$ cat src/rtl/flow_dedup_hash_port_select_macros.svh
// Assertion macros shared by the flow dedup and port select RTL.
// Each macro expects clk and rst_n to be visible where it is used.
`ifndef FLOW_DEDUP_HASH_PORT_SELECT_MACROS_SVH
`define FLOW_DEDUP_HASH_PORT_SELECT_MACROS_SVH

`define FDH_ASSERT(lbl, expr, msg) \
  lbl: assert property (@(posedge clk) disable iff (!rst_n) (expr)) else $error(msg);

`define FDH_ASSERT_IMP(lbl, ante, cons, msg) \
  lbl: assert property (@(posedge clk) disable iff (!rst_n) (ante) |-> (cons)) else $error(msg);

`define FDH_ASSERT_NEXT(lbl, ante, cons, msg) \
  lbl: assert property (@(posedge clk) disable iff (!rst_n) (ante) |=> (cons)) else $error(msg);

`endif

$ cat src/rtl/fdh_pkg.sv
// Shared constants, types and helpers for the flow dedup and port select block.
// Used by every module of the block; depends on nothing.
package fdh_pkg;

  localparam int NODE_COUNT    = 1024;
  localparam int FLOW_CAPACITY = 4096;
  localparam int NODE_W        = 10;
  localparam int PAIR_W        = $clog2(NODE_COUNT * NODE_COUNT);
  localparam int MAP_WORDS     = (NODE_COUNT * NODE_COUNT + 63) / 64;
  localparam int MAP_AW        = $clog2(MAP_WORDS);
  localparam int REC_AW        = $clog2(FLOW_CAPACITY);
  localparam int CNT_W         = 13;
  localparam int PC_W          = 9;
  localparam int CPL_W         = 11;
  localparam int PORT_W        = 9;
  localparam int CFG_W         = 11;
  localparam int Q_DEPTH       = 2;
  localparam int Q_AW          = 1;

  localparam logic [31:0] HASH_C1 = 32'd2654435761;
  localparam logic [31:0] HASH_C2 = 32'd2246822519;
  localparam logic [31:0] HASH_C3 = 32'h045d9f3b;
  localparam int          HASH_SH = 16;

  localparam logic [PORT_W-1:0] PORT_LOCAL = '1;
  localparam logic KIND_FLOW = 1'b0;
  localparam logic KIND_END  = 1'b1;
  localparam logic CFG_PORT_COUNT     = 1'b0;
  localparam logic CFG_CARDS_PER_LEAF = 1'b1;

  typedef struct packed {
    logic              kind;
    logic [NODE_W-1:0] src;
    logic [NODE_W-1:0] dst;
    logic [PORT_W-1:0] port;
  } fdh_item_t;

  typedef struct packed {
    logic [PC_W-1:0]  port_count;
    logic [CPL_W-1:0] cards_per_leaf;
  } fdh_cfg_t;

  function automatic logic [PAIR_W-1:0] pair_index(input logic [NODE_W-1:0] src,
                                                   input logic [NODE_W-1:0] dst);
    return PAIR_W'(32'(src) * NODE_COUNT + 32'(dst));
  endfunction

endpackage

$ cat src/rtl/fdh_front.sv
// Front part: accepts requests, computes the pair hash, the leaf test and the port.
// Depends on fdh_pkg; feeds fdh_fifo.
module fdh_front
  import fdh_pkg::*;
(
  input  logic              clk,
  input  logic              rst_n,
  input  logic              in_valid,
  output logic              in_stall,
  input  logic              in_req_type,
  input  logic [NODE_W-1:0] in_source_node,
  input  logic [NODE_W-1:0] in_dest_node,
  input  fdh_cfg_t          cfg,
  input  logic              back_ready,
  input  logic              q_full,
  output logic              q_push,
  output fdh_item_t         q_item
);

  localparam logic [1:0] F_IDLE = 2'd0;
  localparam logic [1:0] F_HASH = 2'd1;
  localparam logic [1:0] F_DIV  = 2'd2;
  localparam logic [1:0] F_PUSH = 2'd3;

  logic [1:0]        st_r, st_nxt;
  logic [4:0]        step_r, step_nxt;
  fdh_item_t         item_r, item_nxt;
  logic [31:0]       h_r, h_nxt;
  logic [7:0]        rem_r, rem_nxt;
  logic [NODE_W-1:0] qs_r, qs_nxt, qd_r, qd_nxt, rs_r, rs_nxt, rd_r, rd_nxt;
  logic [PC_W-1:0]   pc_eff;
  logic [CPL_W-1:0]  cpl_eff;
  logic [PC_W-1:0]   t_pc;
  logic [CPL_W-1:0]  ts, td;
  logic              accept;

  assign in_stall = (st_r != F_IDLE) || !back_ready;
  assign accept   = in_valid && !in_stall;
  assign q_push   = (st_r == F_PUSH) && !q_full;
  assign q_item   = item_r;

  always_comb begin
    pc_eff = cfg.port_count;
    if (cfg.port_count == '0) begin
      pc_eff = PC_W'(1);
    end else if (cfg.port_count > PC_W'(256)) begin
      pc_eff = PC_W'(256);
    end
    cpl_eff = (cfg.cards_per_leaf == '0) ? CPL_W'(1) : cfg.cards_per_leaf;
  end

  always_comb begin
    st_nxt   = st_r;
    step_nxt = step_r;
    item_nxt = item_r;
    h_nxt    = h_r;
    rem_nxt  = rem_r;
    qs_nxt   = qs_r;
    qd_nxt   = qd_r;
    rs_nxt   = rs_r;
    rd_nxt   = rd_r;
    t_pc     = {rem_r, h_r[31]};
    ts       = {rs_r, qs_r[NODE_W-1]};
    td       = {rd_r, qd_r[NODE_W-1]};
    unique case (st_r)
      F_IDLE: begin
        if (accept) begin
          item_nxt.kind = in_req_type;
          item_nxt.src  = in_source_node;
          item_nxt.dst  = in_dest_node;
          item_nxt.port = '0;
          qs_nxt        = in_source_node;
          qd_nxt        = in_dest_node;
          rs_nxt        = '0;
          rd_nxt        = '0;
          rem_nxt       = '0;
          step_nxt      = '0;
          if (in_req_type == KIND_END) begin
            item_nxt.src = '0;
            item_nxt.dst = '0;
            st_nxt       = F_PUSH;
          end else if ((32'(in_source_node) < NODE_COUNT) &&
                       (32'(in_dest_node) < NODE_COUNT)) begin
            st_nxt = F_HASH;
          end
        end
      end
      F_HASH: begin
        step_nxt = step_r + 1'b1;
        case (step_r[1:0])
          2'd0: h_nxt = 32'(item_r.src) * HASH_C1;
          2'd1: h_nxt = h_r ^ (32'(item_r.dst) * HASH_C2);
          2'd2: h_nxt = ((h_r >> HASH_SH) ^ h_r) * HASH_C3;
          default: begin
            h_nxt    = (h_r >> HASH_SH) ^ h_r;
            step_nxt = '0;
            st_nxt   = F_DIV;
          end
        endcase
      end
      F_DIV: begin
        step_nxt = step_r + 1'b1;
        h_nxt    = {h_r[30:0], 1'b0};
        rem_nxt  = (t_pc >= pc_eff) ? 8'(t_pc - pc_eff) : t_pc[7:0];
        if (32'(step_r) < NODE_W) begin
          if (ts >= cpl_eff) begin
            rs_nxt = NODE_W'(ts - cpl_eff);
            qs_nxt = {qs_r[NODE_W-2:0], 1'b1};
          end else begin
            rs_nxt = ts[NODE_W-1:0];
            qs_nxt = {qs_r[NODE_W-2:0], 1'b0};
          end
          if (td >= cpl_eff) begin
            rd_nxt = NODE_W'(td - cpl_eff);
            qd_nxt = {qd_r[NODE_W-2:0], 1'b1};
          end else begin
            rd_nxt = td[NODE_W-1:0];
            qd_nxt = {qd_r[NODE_W-2:0], 1'b0};
          end
        end
        if (step_r == 5'd31) begin
          item_nxt.port = (qs_r == qd_r) ? PORT_LOCAL : {1'b0, rem_nxt};
          st_nxt        = F_PUSH;
        end
      end
      F_PUSH: begin
        if (!q_full) begin
          st_nxt = F_IDLE;
        end
      end
      default: st_nxt = F_IDLE;
    endcase
  end

  always_ff @(posedge clk) begin
    if (!rst_n) begin
      st_r   <= F_IDLE;
      step_r <= '0;
    end else begin
      st_r   <= st_nxt;
      step_r <= step_nxt;
    end
  end

  always_ff @(posedge clk) begin
    item_r <= item_nxt;
    h_r    <= h_nxt;
    rem_r  <= rem_nxt;
    qs_r   <= qs_nxt;
    qd_r   <= qd_nxt;
    rs_r   <= rs_nxt;
    rd_r   <= rd_nxt;
  end

endmodule

$ cat config.mk
export PLATFORM = sky130hd
export DESIGN_NAME = fdh_front
export DESIGN_NICKNAME = d
export VERILOG_FILES = /design/src/rtl/flow_dedup_hash_port_select_macros.svh /design/src/rtl/fdh_pkg.sv /design/src/rtl/fdh_front.sv
export SDC_FILE = /design/constraint.sdc
export NUM_CORES = 2
export LEC_CHECK = 0
export ABC_AREA = 1
export BUFFER_PORTS_ARGS = -buffer_cell sky130_fd_sc_hd__buf_2
export CORE_UTILIZATION = 60
export CTS_CLUSTER_SIZE = 10
export DETAILED_ROUTE_END_ITERATION = 8
export PLACE_DENSITY = 0.8
export REMOVE_ABC_BUFFERS = 1
export SLEW_MARGIN = 40
export SYNTH_ARGS = -nofsm -noshare
export SYNTH_HDL_FRONTEND = slang
export SYNTH_SLANG_ARGS = --single-unit
$ cat constraint.sdc
create_clock -name clk -period 6.35 [get_ports clk]
set_clock_uncertainty 0.2 [all_clocks]
set_input_delay 0.3175 -clock clk [delete_from_list [all_inputs] [get_ports clk]]
set_output_delay 0.3175 -clock clk [all_outputs]
set_load 0.02 [all_outputs]
* Word level (Yosys, flattened, before mapping)
Index checks and enable logic that the tools add are counted.
** Operators by class
- $add $sub $neg :: 4
- Multipliers :: 3
- Order comparisons :: 5
- Equal/unequal tests :: 12
- Multiplexer cells :: 36
- Bitwise gates (word level) :: 2
- Reductions and logical operators :: 21
** Operators with widths (count)
- case mux 32 bit (3 select lines) :: 1
- 2-to-1 mux 10 bit :: 9
- case mux 10 bit (2 select lines) :: 4
- multiplier 10 x 32 -> 32 bit, second input constant :: 2
- case mux 32 bit (2 select lines) :: 1
- 2-to-1 mux 9 bit :: 5
- multiplier 32 x 27 -> 32 bit, second input constant :: 1
- XOR 16 x 32 -> 32 bit :: 1
- XOR 32 bit :: 1
- greater-or-equal comparator 11 bit :: 2
- subtractor 10 bit :: 2
- case mux 9 bit (2 select lines) :: 1
- 2-to-1 mux 8 bit :: 2
- case mux 8 bit (2 select lines) :: 1
- case mux 5 bit (3 select lines) :: 1
- zero test 11 bit :: 1
- 2-to-1 mux 11 bit :: 1
- == test 10 bit :: 1
- 2-to-1 mux 2 bit :: 5
- 2-to-1 mux 5 bit :: 2
- inequality test 2 bit, second input constant :: 5
- greater-or-equal comparator 9 bit :: 1
- > comparator 9 bit, second input constant :: 1
- zero test 9 bit :: 1
- other kinds (18) :: 31
** Word-level totals
- Register bits :: 117
- Input port bits :: 46
- Output and inout port bits :: 32
- Logic and storage cells :: 95

* Longest topological paths before layout
- Depth after elaboration :: 8
- Depth in mapped cells :: 33
- Mapped depth without buffers :: 33

* Least setup slack after synthesis
OpenSTA, ideal clock, no wires.
- Path type :: reg-to-reg
- Start :: reg h_r[20]
- End :: reg h_r[21] (data pin)
- Library setup time :: 0.266 ns
- Arrival time :: 6.080 ns
- Required time :: 5.884 ns
- Path slack :: -0.196 ns
- Stages on the path, launching flop included :: 27
- Buffers on the path :: 0
- Clock period less this slack :: 6.546 ns
- Cell sequence :: edfxtp_1 -> xor2_1 -> ha_1 -> ha_1 -> a21oi_1 -> inv_1 -> ha_1 -> inv_1 -> fa_1 -> fa_1 -> inv_1 -> fa_1 -> fa_1 -> inv_1 -> fa_1 -> inv_1 -> ha_1 -> a21oi_1 -> a21boi_0 -> nand2_1 -> o21bai_2 -> nand2_1 -> nand2_1 -> nor2_1 -> nor2_1 -> o21ai_0 -> o21ai_0
** On the way
- Word-level cells in the longest chain between the ends :: 4
** Ends and longest elaborated chain
- start, declared :: RTL line fdh_front.sv:28 : logic [31:0] h_r, h_nxt;
- start signal, assigned :: RTL line fdh_front.sv:147 : h_r <= h_nxt;
- XOR 16 x 32 -> 32 bit :: RTL line fdh_front.sv:93 : 2'd2: h_nxt = ((h_r >> HASH_SH) ^ h_r) * HASH_C3;
- multiplier 32 x 27 -> 32 bit :: RTL line fdh_front.sv:93
- case mux 32 bit (3 select lines) :: RTL line fdh_front.sv:90 : case (step_r[1:0])
- case mux 32 bit (2 select lines) (*) :: RTL line fdh_front.sv:65 : unique case (st_r)
- via h_nxt[21] :: RTL line fdh_front.sv:28
Mark *: on every way through the listed nets, which the timed path passes. The rest lies on a longest branch.
A chain may end at the register's enable or synchronous reset.

* Final worst setup path
- Start :: reg h_r[17]
- End :: reg h_r[27] (data pin)
** On the way
- Word-level cells in the longest chain between the ends :: 4
** Ends and longest elaborated chain (RTL line)
- XOR 16 x 32 -> 32 bit :: fdh_front.sv:93
- multiplier 32 x 27 -> 32 bit :: fdh_front.sv:93
- case mux 32 bit (3 select lines) :: fdh_front.sv:90
- case mux 32 bit (2 select lines) :: fdh_front.sv:65
- via h_nxt[27] :: fdh_front.sv:28
The timed path passes the listed nets, and every way through them passes these cells.

==> out/metrics.cfg <==
[cts]
clock_path_buffers=2
cts_buffers=17
clock-sinks=117
cts-root-buf=clkbuf_16
clk_latency_ps=430
cts_htree_levels=4
clkTransAtPathRegs_ps=70
cts_tree=done

[worst_setup_path]
reg2reg_depth=30
arrival_ps=6590
worst-path-stages=30
cp_max_fo=3
cp_slowest_cell=fa_1
r2r-start=h_r[17]
cp-start-kind=flip-flop
setup.worst_path.end=h_r[27]
r2r_slack_ps=-270
r2r_end=h_r[27]
critPathTopFamily=adder cells
crit_type=reg -> reg
cp-end-kind=flip-flop
critPathBufInv=10
crit_top_cell=buf_4
cp.required_ps=6320
crit_path_max_incr_delay_ps=540
cp-startpoint=h_r[17]

[timing]
hold_ws_ps=2.232
slew-limit-headroom=0.4396
setup_violations=16
min_period_ps=6621
tightest_slew_ps=835.4
fin_crit_sh=1.043
fmax_mhz=151.0
final_max_slew_viol_count=0
rsz0062_at_grt=yes
setup_ws_ps=-270.5
final-hold-violation-count=0

[floorplanning]
die_area_um2=44720
core_um2=43170
initial_core_util=0.6098
row_count=76
die_h_um=211.5
die_x_um=211.5
io-pin-count=78

[detailed_routing]
wl_per_cell_um=21.90
drt_iter0_markers=2357
drt-total-wl_mm=92.38
drcViolationCount=0
firstDrtPassIters=6
avgViaCountPerCell=5.780
num_vias=24390
ant_nets=0

[job]
maxCapViolCount=0

[layout]
final_common_cell=inv_1
layout.nets=4409
regArea_um2=3443
multi_input_area_um2=20710
antenna_cells=0
area_delta_synth_final_pct=20.93
mostFrequentLayoutCells=825 x inv_1, 407 x nand2_1, 361 x fa_1
drive_gt1_frac=0.1995
n_fill_cell=3164

[global_route]
grt_overflow=0
antenna_found_initial=1
grt_max_degree=94
grt_pass1_wl_mm=139.5
grt.total_usage=0.4161
grt_pass1_vias=24850

[yosys]
synthDistinctLibCells=59
yosysWarnings=0
yosys-top-cells-area=fa_1 29%, ha_1 17%, edfxtp_1 13%
yosysTopAreaCell=fa_1
synthFlopType=edfxtp_1
ys_ff_latch=117
syn-instance-count=3224
synth_top_area_frac=0.2874
async_reset_ff_frac=0
synth_seq_area_share=0.1308
avgSynthCellArea_um2=8.166
synth-edff-count=110
synth_area_um2=26330

[placed_design]
io_buffers=77
gp_congestion=1.032
place_hpwl_mm=75.92

[outcome]
violations=setup timing
outcome=complete, but fails checks

[min_path]
min_path_type=in -> reg

[worst min path at each step]
stage | from | depth (start not counted) | slack, ps | end
floorplan | in_req_type | 0 | 220 | q_item[29]
global placement | step_r[3] | 2 | 300 | step_r[3]
detailed placement | step_r[4] | 2 | 310 | step_r[4]
CTS | in_dest_node[2] | 3 | 3 | q_item[11]
global route | in_dest_node[2] | 3 | 10 | q_item[11]
finish | in_dest_node[2] | 3 | 2 | q_item[11]
[cell usage after synthesis, types with 4 or more instances]
library cell and number:
o211ai_1 11, o21ai_1 14, xor2_1 76, nand3_1 99, nand4_1 36, a211oi_1 6
nand2_1 447, nor2_1 186, dfxtp_1 7, or2_2 14, o21ai_0 191, nor4_1 8
inv_1 873, a21o_1 11, o21a_1 6, nor3_1 24, ha_1 364, fa_1 378
clkbuf_1 22, edfxtp_1 110, buf_2 5, nand3b_1 9, nand2_2 5, a21oi_1 206
nand3_2 4, xnor2_1 40, o21bai_1 11, a31o_2 6, o21ai_2 5
[timing repair]
| action | 4_1_cts | 5_1_grt |
|---|---|---|
| hold buffers | 2 | 0 |
| setup endpoints to repair | 20 | 21 |
| gates resized for setup | 167 | 168 |
| setup buffers | 34 | 25 |
| pin swaps | 55 | 103 |
| hold endpoints to repair | 3 | 0 |
[worst min-delay path: stages]
cell and delay (ps):
buf_2 70, inv_1 50, nor2_1 70
[logic make-up after synthesis]
group / share of synthesized area
xor+xnor: 0.03859
buf+inv: 0.1310
flops: 0.1308
simple gates: 0.1360
fa+ha+maj: 0.4604
compound gates: 0.1032
[metal layers]
layer | track usage | wire, um | vias to the layer above
met5 | 0 | 14 | -
li1 | - | - | 10900
met3 | 0.07002 | 8835 | 344
met1 | 0.5460 | 35430 | 11750
met4 | 0.1937 | 5727 | 2
met2 | 0.6729 | 42370 | 1395
[flip-flops by register name, summed over array words and instances (netlist names), 5 cells and up]
name and flops:
h_r 32, q_item 30, qd_r 10, qs_r 10
rd_r 10, rem_r 8, rs_r 10, step_r 5
[area by class of cell]
class | instances | area share
clock buffer | 17 | 0.01336
clock inverter | 15 | 0.006367
inverter | 877 | 0.1042
multi-input combinational | 2194 | 0.6506
sequential | 117 | 0.1082
tap | 585 | 0.02299
timing repair buffer | 414 | 0.09432
[per-stage QoR]
| stage | setup TNS (ps) | cells | worst slack [ps] | utilization | instance area (um2) |
|---|---|---|---|---|---|
| global route | -4948 | 4219 | -400.7 | 0.7375 | 31840 |
| detailed placement | -7868 | 4128 | -696.1 | 0.6811 | 29410 |
| floorplan | -934.9 | 3188 | -214.1 | - | 26170 |
| global placement | -6518 | 4126 | -580.0 | 0.6804 | 29370 |
| CTS | -444.0 | 4195 | -95.44 | 0.7193 | 31050 |
| finish | -2423 | 4219 | -270.5 | 0.7375 | 31840 |
Power is left out: the tool's default activity adds up to more than one toggle a clock period on the data nets, which glitch-free logic cannot reach.
