`src/rtl/flow_dedup_hash_port_select_macros.svh`:
```
// Assertion macros shared by the flow dedup and port select RTL.
// Each macro expects clk and rst_n to be visible where it is used.
`ifndef FLOW_DEDUP_HASH_PORT_SELECT_MACROS_SVH
`define FLOW_DEDUP_HASH_PORT_SELECT_MACROS_SVH

`define FDH_ASSERT(lbl, expr, msg) \
  lbl: assert property (@(posedge clk) disable iff (!rst_n) (expr)) else $error(msg);

`define FDH_ASSERT_IMP(lbl, ante, cons, msg) \
  lbl: assert property (@(posedge clk) disable iff (!rst_n) (ante) |-> (cons)) else $error(msg);

`define FDH_ASSERT_NEXT(lbl, ante, cons, msg) \
  lbl: assert property (@(posedge clk) disable iff (!rst_n) (ante) |=> (cons)) else $error(msg);

`endif

```
`src/rtl/fdh_pkg.sv`:
```
// Shared constants, types and helpers for the flow dedup and port select block.
// Used by every module of the block; depends on nothing.
package fdh_pkg;

  localparam int NODE_COUNT    = 1024;
  localparam int FLOW_CAPACITY = 4096;
  localparam int NODE_W        = 10;
  localparam int PAIR_W        = $clog2(NODE_COUNT * NODE_COUNT);
  localparam int MAP_WORDS     = (NODE_COUNT * NODE_COUNT + 63) / 64;
  localparam int MAP_AW        = $clog2(MAP_WORDS);
  localparam int REC_AW        = $clog2(FLOW_CAPACITY);
  localparam int CNT_W         = 13;
  localparam int PC_W          = 9;
  localparam int CPL_W         = 11;
  localparam int PORT_W        = 9;
  localparam int CFG_W         = 11;
  localparam int Q_DEPTH       = 2;
  localparam int Q_AW          = 1;

  localparam logic [31:0] HASH_C1 = 32'd2654435761;
  localparam logic [31:0] HASH_C2 = 32'd2246822519;
  localparam logic [31:0] HASH_C3 = 32'h045d9f3b;
  localparam int          HASH_SH = 16;

  localparam logic [PORT_W-1:0] PORT_LOCAL = '1;
  localparam logic KIND_FLOW = 1'b0;
  localparam logic KIND_END  = 1'b1;
  localparam logic CFG_PORT_COUNT     = 1'b0;
  localparam logic CFG_CARDS_PER_LEAF = 1'b1;

  typedef struct packed {
    logic              kind;
    logic [NODE_W-1:0] src;
    logic [NODE_W-1:0] dst;
    logic [PORT_W-1:0] port;
  } fdh_item_t;

  typedef struct packed {
    logic [PC_W-1:0]  port_count;
    logic [CPL_W-1:0] cards_per_leaf;
  } fdh_cfg_t;

  function automatic logic [PAIR_W-1:0] pair_index(input logic [NODE_W-1:0] src,
                                                   input logic [NODE_W-1:0] dst);
    return PAIR_W'(32'(src) * NODE_COUNT + 32'(dst));
  endfunction

endpackage

```
`src/rtl/fdh_fifo.sv`:
```
// Short request queue between the front and back parts.
// Depends on fdh_pkg for the item type and depth.
module fdh_fifo
  import fdh_pkg::*;
(
  input  logic      clk,
  input  logic      rst_n,
  input  logic      push,
  input  fdh_item_t item_in,
  input  logic      pop,
  output logic      full,
  output logic      empty,
  output fdh_item_t item_out
);

  fdh_item_t       mem_r [Q_DEPTH];
  logic [Q_AW-1:0] wp_r, wp_nxt, rp_r, rp_nxt;
  logic [Q_AW:0]   cnt_r, cnt_nxt;

  assign full     = cnt_r == (Q_AW+1)'(Q_DEPTH);
  assign empty    = cnt_r == '0;
  assign item_out = mem_r[rp_r];

  always_comb begin
    wp_nxt  = wp_r;
    rp_nxt  = rp_r;
    cnt_nxt = cnt_r;
    if (push && !full) begin
      wp_nxt = wp_r + 1'b1;
    end
    if (pop && !empty) begin
      rp_nxt = rp_r + 1'b1;
    end
    if ((push && !full) && !(pop && !empty)) begin
      cnt_nxt = cnt_r + 1'b1;
    end else if (!(push && !full) && (pop && !empty)) begin
      cnt_nxt = cnt_r - 1'b1;
    end
  end

  always_ff @(posedge clk) begin
    if (!rst_n) begin
      wp_r  <= '0;
      rp_r  <= '0;
      cnt_r <= '0;
    end else begin
      wp_r  <= wp_nxt;
      rp_r  <= rp_nxt;
      cnt_r <= cnt_nxt;
    end
  end

  always_ff @(posedge clk) begin
    if (push && !full) begin
      mem_r[wp_r] <= item_in;
    end
  end

endmodule

```
`config.mk`:
```
export PLATFORM = sky130hd
export DESIGN_NAME = fdh_fifo
export DESIGN_NICKNAME = d
export VERILOG_FILES = /design/src/rtl/flow_dedup_hash_port_select_macros.svh /design/src/rtl/fdh_pkg.sv /design/src/rtl/fdh_fifo.sv
export SDC_FILE = /design/constraint.sdc
export NUM_CORES = 1
export LEC_CHECK = 0
export ABC_CLOCK_PERIOD_IN_PS = 7000
export BUFFER_PORTS_ARGS = -buffer_cell sky130_fd_sc_hd__buf_2
export CORE_ASPECT_RATIO = 0.5
export CORE_MARGIN = 4
export CORE_UTILIZATION = 55
export DETAILED_ROUTE_END_ITERATION = 8
export GPL_TIMING_DRIVEN = 0
export HOLD_SLACK_MARGIN = 0.1
export PLACE_DENSITY = 0.83
export SLEW_MARGIN = 30
export SYNTH_ARGS = -nofsm -noshare
export SYNTH_HDL_FRONTEND = slang
export SYNTH_SLANG_ARGS = --single-unit
export TNS_END_PERCENT = 100
```
`constraint.sdc`:
```
create_clock -name clk -period 7 [get_ports clk]
set_clock_uncertainty 0.05 [all_clocks]
set_input_delay 0.7 -clock clk [delete_from_list [all_inputs] [get_ports clk]]
set_output_delay 0.7 -clock clk [all_outputs]
set_load 0.05 [all_outputs]
```
After elaboration in Yosys (flattened, before gate mapping):

Memory sizes are Yosys's and may differ from the RTL's. A register that Yosys moved wholly into a read port is not among the register bits.
Index checks and enable logic that the tools add are counted.

* memories: 1
* latch bits: 0
* ROM bits: 0
* logic and storage cells: 25
* bits in writable memories: 60
* bits of input ports: 34
* register bits after elaboration: 4
* output and inout bits: 32

Memory list
* mem_r: words 2, width 30, rd ports 1, clocked after memory_dff 1, wr ports 1, line fdh_fifo.sv:16 `fdh_item_t mem_r [Q_DEPTH];`

* reductions and logical operators: 10
* equality and inequality tests: 1
* divide/modulo/power cells: 0
* multiply operators: 0
* multiplexer cells: 6
* bitwise gates (word level): 0
* $lt $le $gt $ge: 0
* shift-type cells: 0
* add/subtract/negate cells: 4

Operator list (count)
* $logic_and 1x1->1: 4
* $logic_not 1->1: 4
* $mux 1: 4
* $mux 2: 2
* $add 1x1->1 const B: 2
* $add 2x1->2 const B: 1
* $eq 2x2->1 const B: 1
* $logic_not 2->1: 1
* $reduce_bool 2->1: 1
* $sub 2x1->2 const B: 1

Longest topological paths before layout:

Gate-level depths: netlist (run 1).

* depth after elaboration: 7
* depth in mapped cells: 7
* gate-level depth less buffers: 7

Least setup slack after synthesis (run 1):

No wires, ideal clock.

* path kind: input-to-reg
* start: input push
* end: memory mem_r[0][0] (netlist bit), enable pin
* stages on the path: 2
* required time: 6.536 ns
* arrival time: 1.999 ns
* path buffers: 0
* slack: 4.537 ns
* setup time: 0.414 ns
* cells stage by stage: inv_1 -> nor3_2

* word-level cells in the longest chain between the ends: 3

RTL lines
* start: declaration: line fdh_fifo.sv:8 `input logic push,`
* $logic_and 1x1->1: line fdh_fifo.sv:54 `if (push && !full) begin`
* $mux 1: line fdh_fifo.sv:54
* $mux 1 (not written as such): line fdh_fifo.sv:55 `mem_r[wp_r] <= item_in;`
* end: declaration: line fdh_fifo.sv:16

Every way passes these cells.

==> results of run 1 <==
-- worst reg2reg max path, cell delays in order (launching register included) --
cell and delay, ps:
dfxtp_1 430, nand2b_1 210, inv_2 80, nor3_4 480
buf_8 230, buf_6 170
-- report_power, final --
part           leakage [nW]  total (mW)  internal, mW  switching, mW
Clock                 0.107       0.316         0.193          0.122
Combinational         0.457       0.475         0.140          0.335
Sequential            0.602       0.508         0.490         0.0184
-- registers in the layout, summed over array words and instances, names as in the netlist, named ones only --
signal,count
rp_r,1
wp_r,1
mem_r,60
cnt_r,2
-- cells by family after synthesis --
family	after synthesis
flops	65
mux	30
simple gates	9
compound gates	5
buf+inv	5
xor+xnor	3
fa+ha+maj	1
-- final cells by class --
class	instances	area share, %
Sequential cell	65	62.9
Multi-Input combinational cell	48	15.6
Timing Repair Buffer	67	11.6
Clock buffer	14	5.71
Tap cell	54	2.24
Clock inverter	2	1.16
Buffer	3	0.497
Inverter	2	0.248
-- routing by layer --
layer  part of all wire (%)  vias up  global-route usage (%)
met4                    1.2        0                    8.61
met1                     40      609                    16.3
li1                       -      616                       -
met2                     53       36                    29.8
met3                    5.7        4                    5.60
met5                      0        -                       0
-- layout by cell type (no fill, tap or decap), drive strengths merged --
cell type	n
inv	2
o21a	1
ha	1
nand2b	1
edfxtp	60
nor3	1
nor2	2
bufinv	1
xor2	1
and2	3
or3	1
clkbuf	14
xnor2	2
a21boi	2
mux2	30
buf	70
dfxtp	5
o21ai	2
and3	1
clkinv	1
-- cell usage after synthesis, drive strengths merged --
library cell,number,area [µm²]
and2,3,18.8
a21boi,2,15.0
edfxtp,60,1800
dfxtp,5,100
inv,2,7.50
o21ai,2,10.0
nor2,2,7.51
xor2,1,8.76
or3,1,6.26
ha,1,12.5
nor3,1,10.0
nand2b,1,6.26
o21a,1,7.51
xnor2,2,17.5
and3,1,6.26
mux2,30,338
buf,3,15.0
-- final timing paths --
path,to,slack [ps],cells after the start
setup / recovery,item_out[22],4740,3
hold / removal,cnt_r[1]$_SDFFE_PN0P_,480,2
setup reg to reg,mem_r[0][11]$_DFFE_PP_,5050,5
hold reg to reg,cnt_r[1]$_SDFFE_PN0P_,480,2
-- through the flow --
stage          total power [mW]  cell area, µm²
2_1_floorplan             0.887            2390
3_3_place_gp              0.976            2780
3_5_place_dp              0.996            2820
4_1_cts                    1.31            3020
5_1_grt                    1.36            3020
6_report                   1.30            3020
==> metrics.md, run 1 <==
| Metric | Value |
|---|---|
| Status | finished, final reports clean |
| CTS Root Cell | clkbuf_8 |
| CTS Sinks | 65 |
| CTS Hold Bufs | 0 |
| Worst setup path class | register to output pin |
| Footprint of the multi-input gates | 472 µm² |
| Worst-skew pair later-pin latency | ~320 ps |
| CP cell instances | buf_2 > mux2_2 > buf_2 |
| Setup Total Neg Slack | 0 ps |
| Worst Hold Class | register to register |
| CP peak stage delay | around 380 ps |
| Synth unique cells | 20 |
| Minimum hold slack | roughly 480 ps |
| Total of max-cap violations | 0 |
| PostCTS Resize Cnt | 0 |
| Rows | 16 |
| Chip width | just over 100 µm |
| Synth Area in Simple Gates | 2.30% |
| Filler cells | 239 |
| Total global routing overflow | 0 |
| Crit path max fanout | 10 |
| Post-Synth Adder-Cell Area | less than 1% |
| TritonCTS clock tree | built |
| Worst VDD drop | roughly 220 µV |
| GRT Util Overall | between 10% and 20% |
| Crit path max-delay family | buffers and inverters |
| Final Cycle Share | about a third |
| Post-Place Setup Slack | approximately 4800 ps |
| Reg clk slew, reported paths | roughly 70 ps |
| Number of global-route vias before repair | about 1,300 |
| Synth Area in XOR/XNOR | between 1 and 1.5% |
| Die area | approximately 5500 µm² |
| Fin nets | 231 |
| Wirelength per Cell | roughly 15 µm |
| Unrepaired setup endpoints after global routing | no |
| Synth Area in Compound Gates | under 10% |
| Layout cells sized above 1 | around three fifths |
| Critical Path Most Common Cell | buf_2 |
| YS warnings | 0 |
| Mux share of post-synthesis cell area | 14.1% |
| P_leak | between 1 and 1.5 nW |
| FF/Latch Area | roughly 1900 µm² |
| Crit start category | register |
| Required @ worst endpoint | between 6000 and 7000 ps |
| Global-route wire length before repair | 6150 µm |
| H-tree Lvls | 3 |
| I/O Pins | 66 |
| CP endpoint kind | output pin |
| CP max stage cell | mux2_2 |
| Finish-stage setup viols | 0 |
| Syn avg cell area | approximately 20 µm² |
| F_max | 442 MHz |
| Register bit count reported by yosys | between 60 and 70 |
| Initial antenna violation count | 0 |
| Mapped Area | 2390 µm² |
| Via Count | between 1,000 and 1,500 |
| Fin. max-slew vios | 0 |
| Post-route ant nets | 0 |
| DR iter-0 viols | 34 |
| Area grow syn2layout | 26.6% |
| Power per cell area | approximately 430 nW/µm² |
| Post-Syn Instances | around 120 |
| Final Core Density | 74.8% |
| Setup slack after layout | roughly 4700 ps |
| Sequential share of the synthesized area | between 70% and 80% |
| Worst slew pin tran | 716 ps |
| Clock buffer depth | 2 |
| Final worst path period need | between 2000 and 2500 ps |
| Postcts setup bufs | 0 |
| Final hold viol count | 0 |
| DRC | 0 |
| Hold Startpoint | cnt_r[1]$_SDFFE_PN0P_ |
| Antenna fix cells | 0 |
| Largest family of logic cells by synthesized area | multiplexers |
| WP buf/inv | 2 |
| Die H | 54.6 µm |
| Arrival @ worst endpoint | approximately 1500 ps |
| DP HPWL | around 2800 µm |
| Gp weighted congestion | between 0.6 and 0.7 |
| Non-filler cells, final | 255 |
| Mapped Nets | 153 |
| Final wirelength | 3930 µm |
| Largest net degree at the start of global routing | 31 |
| Clock buffer count from CTS | 9 |
| Reg2reg start | cnt_r[0]$_SDFFE_PN0P_ |
| DRT Pass-1 Iters | 4 |
| Vias/cell | 4.96 |
| Placed Cells | 239 |
| Initial core utilization | between 50 and 60% |
| Slew margin rel. | about 52% |
| IO Port Bufs | 65 |
| Core area | between 4000 and 5000 µm² |
(Power assumes the default switching activity.)
==> inputs of run 2 (changes only) <==
- ABC_CLOCK_PERIOD_IN_PS: 7000 -> 2200
- CORE_UTILIZATION: 55 -> 51
- PLACE_DENSITY: 0.83 -> 0.78
- clock period: 7 -> 2.2 ns (I/O delays scaled with it)
==> metrics.md, run 2 (same netlist as run 1, synthesis figures left out) <==
| Metric | Value |
|---|---|
| Status | finished, final reports clean |
| Post-route ant nets | 0 |
| Antenna fix cells | 0 |
| I/O Pins | 66 |
| IO Port Bufs | 65 |
| Required @ worst endpoint | 1930 ps |
| Slew margin rel. | between 50% and 60% |
| Area grow syn2layout | 41.2% |
| DRC | 0 |
| CTS Sinks | 65 |
| Postcts setup bufs | 0 |
| Power per cell area | about 1300 nW/µm² |
| Max reg flops | 60 |
| Clock buffer count from CTS | 9 |
| Non-filler cells, final | about 290 |
| Arrival @ worst endpoint | ~1500 ps |
| Setup Total Neg Slack | 0 ps |
| Core area | between 4000 and 5000 µm² |
| F_max | about 560 MHz |
| Final Cycle Share | 81.3% |
| DR iter-0 viols | a little over 40 |
| TritonCTS clock tree | built |
| Vias/cell | 4.81 |
| Final hold viol count | 0 |
| Reg clk slew, reported paths | around 70 ps |
| Fin nets | around 260 |
| PostCTS Resize Cnt | 0 |
| Initial core utilization | 53.5% |
| Worst VDD drop | 751 µV |
| DRT Pass-1 Iters | 4 |
| Clock buffer depth | 2 |
| GRT Util Overall | between 10% and 20% |
| Number of global-route vias before repair | 1,522 |
| CTS Root Cell | clkbuf_8 |
| Worst slew pin tran | between 700 and 800 ps |
| H-tree Lvls | 3 |
| Worst Hold Class | primary input to register |
| Commonest non-fill, non-tap cell in the layout | buf_2 |
| Wirelength per Cell | ~15 µm |
| Gp weighted congestion | 0.735 |
| Unrepaired setup endpoints after global routing | no |
| DP HPWL | between 2000 and 3000 µm |
| Die H | ~56 µm |
| Via Count | 1,389 |
| Biggest registers after layout | mem_r: 60 flops, cnt_r: 2 flops |
| CTS Hold Bufs | 31 |
| Placed Cells | 242 |
| Die area | slightly below 6000 µm² |
| Total global routing overflow | 0 |
| Final wirelength | 4200 µm |
| Chip width | 105 µm |
| P_leak | between 1 and 1.5 nW |
| Layout cells sized above 1 | about half |
| CP endpoint kind | output pin |
| Initial antenna violation count | 0 |
| Finish-stage setup viols | 0 |
| Worst setup path class | register to output pin |
| Final worst path period need | 1790 ps |
| Global-route wire length before repair | about 7000 µm |
| Largest Register | mem_r |
| Rows | 17 |
| Footprint of the multi-input gates | between 400 and 500 µm² |
| Final Core Density | around 75% |
| Crit path max fanout | 10 |
| Crit start category | register |
| FF/Latch Area | between 1500 and 2000 µm² |
| Filler cells | about 270 |
| Fin. max-slew vios | 0 |
| Worst-skew pair later-pin latency | approximately 320 ps |
| Total of max-cap violations | 0 |
| Largest net degree at the start of global routing | 31 |
| Commonest cells after routing, fill and taps aside | buf_2, edfxtp_1, dlygate4sd3_1 |
run 2: changes by cell type in the layout (fill, tap and decap cells not counted), sizes merged:
cell         delta
bufinv          +2
clkbuf          -5
clkinv          +2
clkinvlp        +1
dlygate4sd3    +31
run 2: routing by layer:
| metal | share of wire [%] | GRT usage, % | routed length [µm] | up-vias |
|---|---|---|---|---|
| met5 | 0 | 0 | 0 | - |
| met4 | 0.55 | 4.49 | 23 | 0 |
| met3 | 4.7 | 7.35 | 196 | 2 |
| met2 | 57 | 29.5 | 2400 | 28 |
| li1 | - | - | - | 677 |
| met1 | 38 | 16.0 | 1580 | 682 |
run 2: per-stage QoR:
step | hold WS [ps] | cell area (µm²) | power [mW] | setup slack (ps)
final | 205 | 3370 | 4.36 | 412
after CTS | 187 | 3370 | 4.41 | 375
after global placement | 358 | 2790 | 3.11 | -5.82
after global routing | 190 | 3370 | 4.56 | 294
after detailed placement | 362 | 2820 | 3.17 | 402
after floorplan | 269 | 2390 | 2.83 | 280
run 2: path summary, 6_finish.rpt:
| path | startpoint | to | slack [ps] | cells past startpoint |
|---|---|---|---|---|
| max | register | item_out[16] | 410 | 3 |
| min reg2reg | cnt_r[1]$_SDFFE_PN0P_ | cnt_r[1]$_SDFFE_PN0P_ | 490 | 2 |
| min | push | wp_r$_SDFFE_PN0P_ | 200 | 3 |
| max reg2reg | cnt_r[0]$_SDFFE_PN0P_ | mem_r[0][12]$_DFFE_PP_ | 430 | 5 |
run 2: power by group:
| group | internal, mW | switching (mW) | total, mW |
|---|---|---|---|
| Combinational | 0.481 | 1.07 | 1.55 |
| Clock | 0.752 | 0.442 | 1.19 |
| Sequential | 1.56 | 0.0595 | 1.62 |
| Total | 2.79 | 1.57 | 4.36 |
run 2: critical path, stage by stage, from the launching register on:
cell	delay, ps
dfxtp_1	340
buf_2	260
mux2_2	370
buf_2	210
run 2: area by class of cell:
type                            count  area share (%)
Tap cell                           57            2.12
Sequential cell                    65            56.4
Clock inverter                      7            3.53
Multi-Input combinational cell     48            14.0
Clock buffer                        9            3.67
Inverter                            2           0.223
Buffer                              3           0.445
Timing Repair Buffer               98            19.6
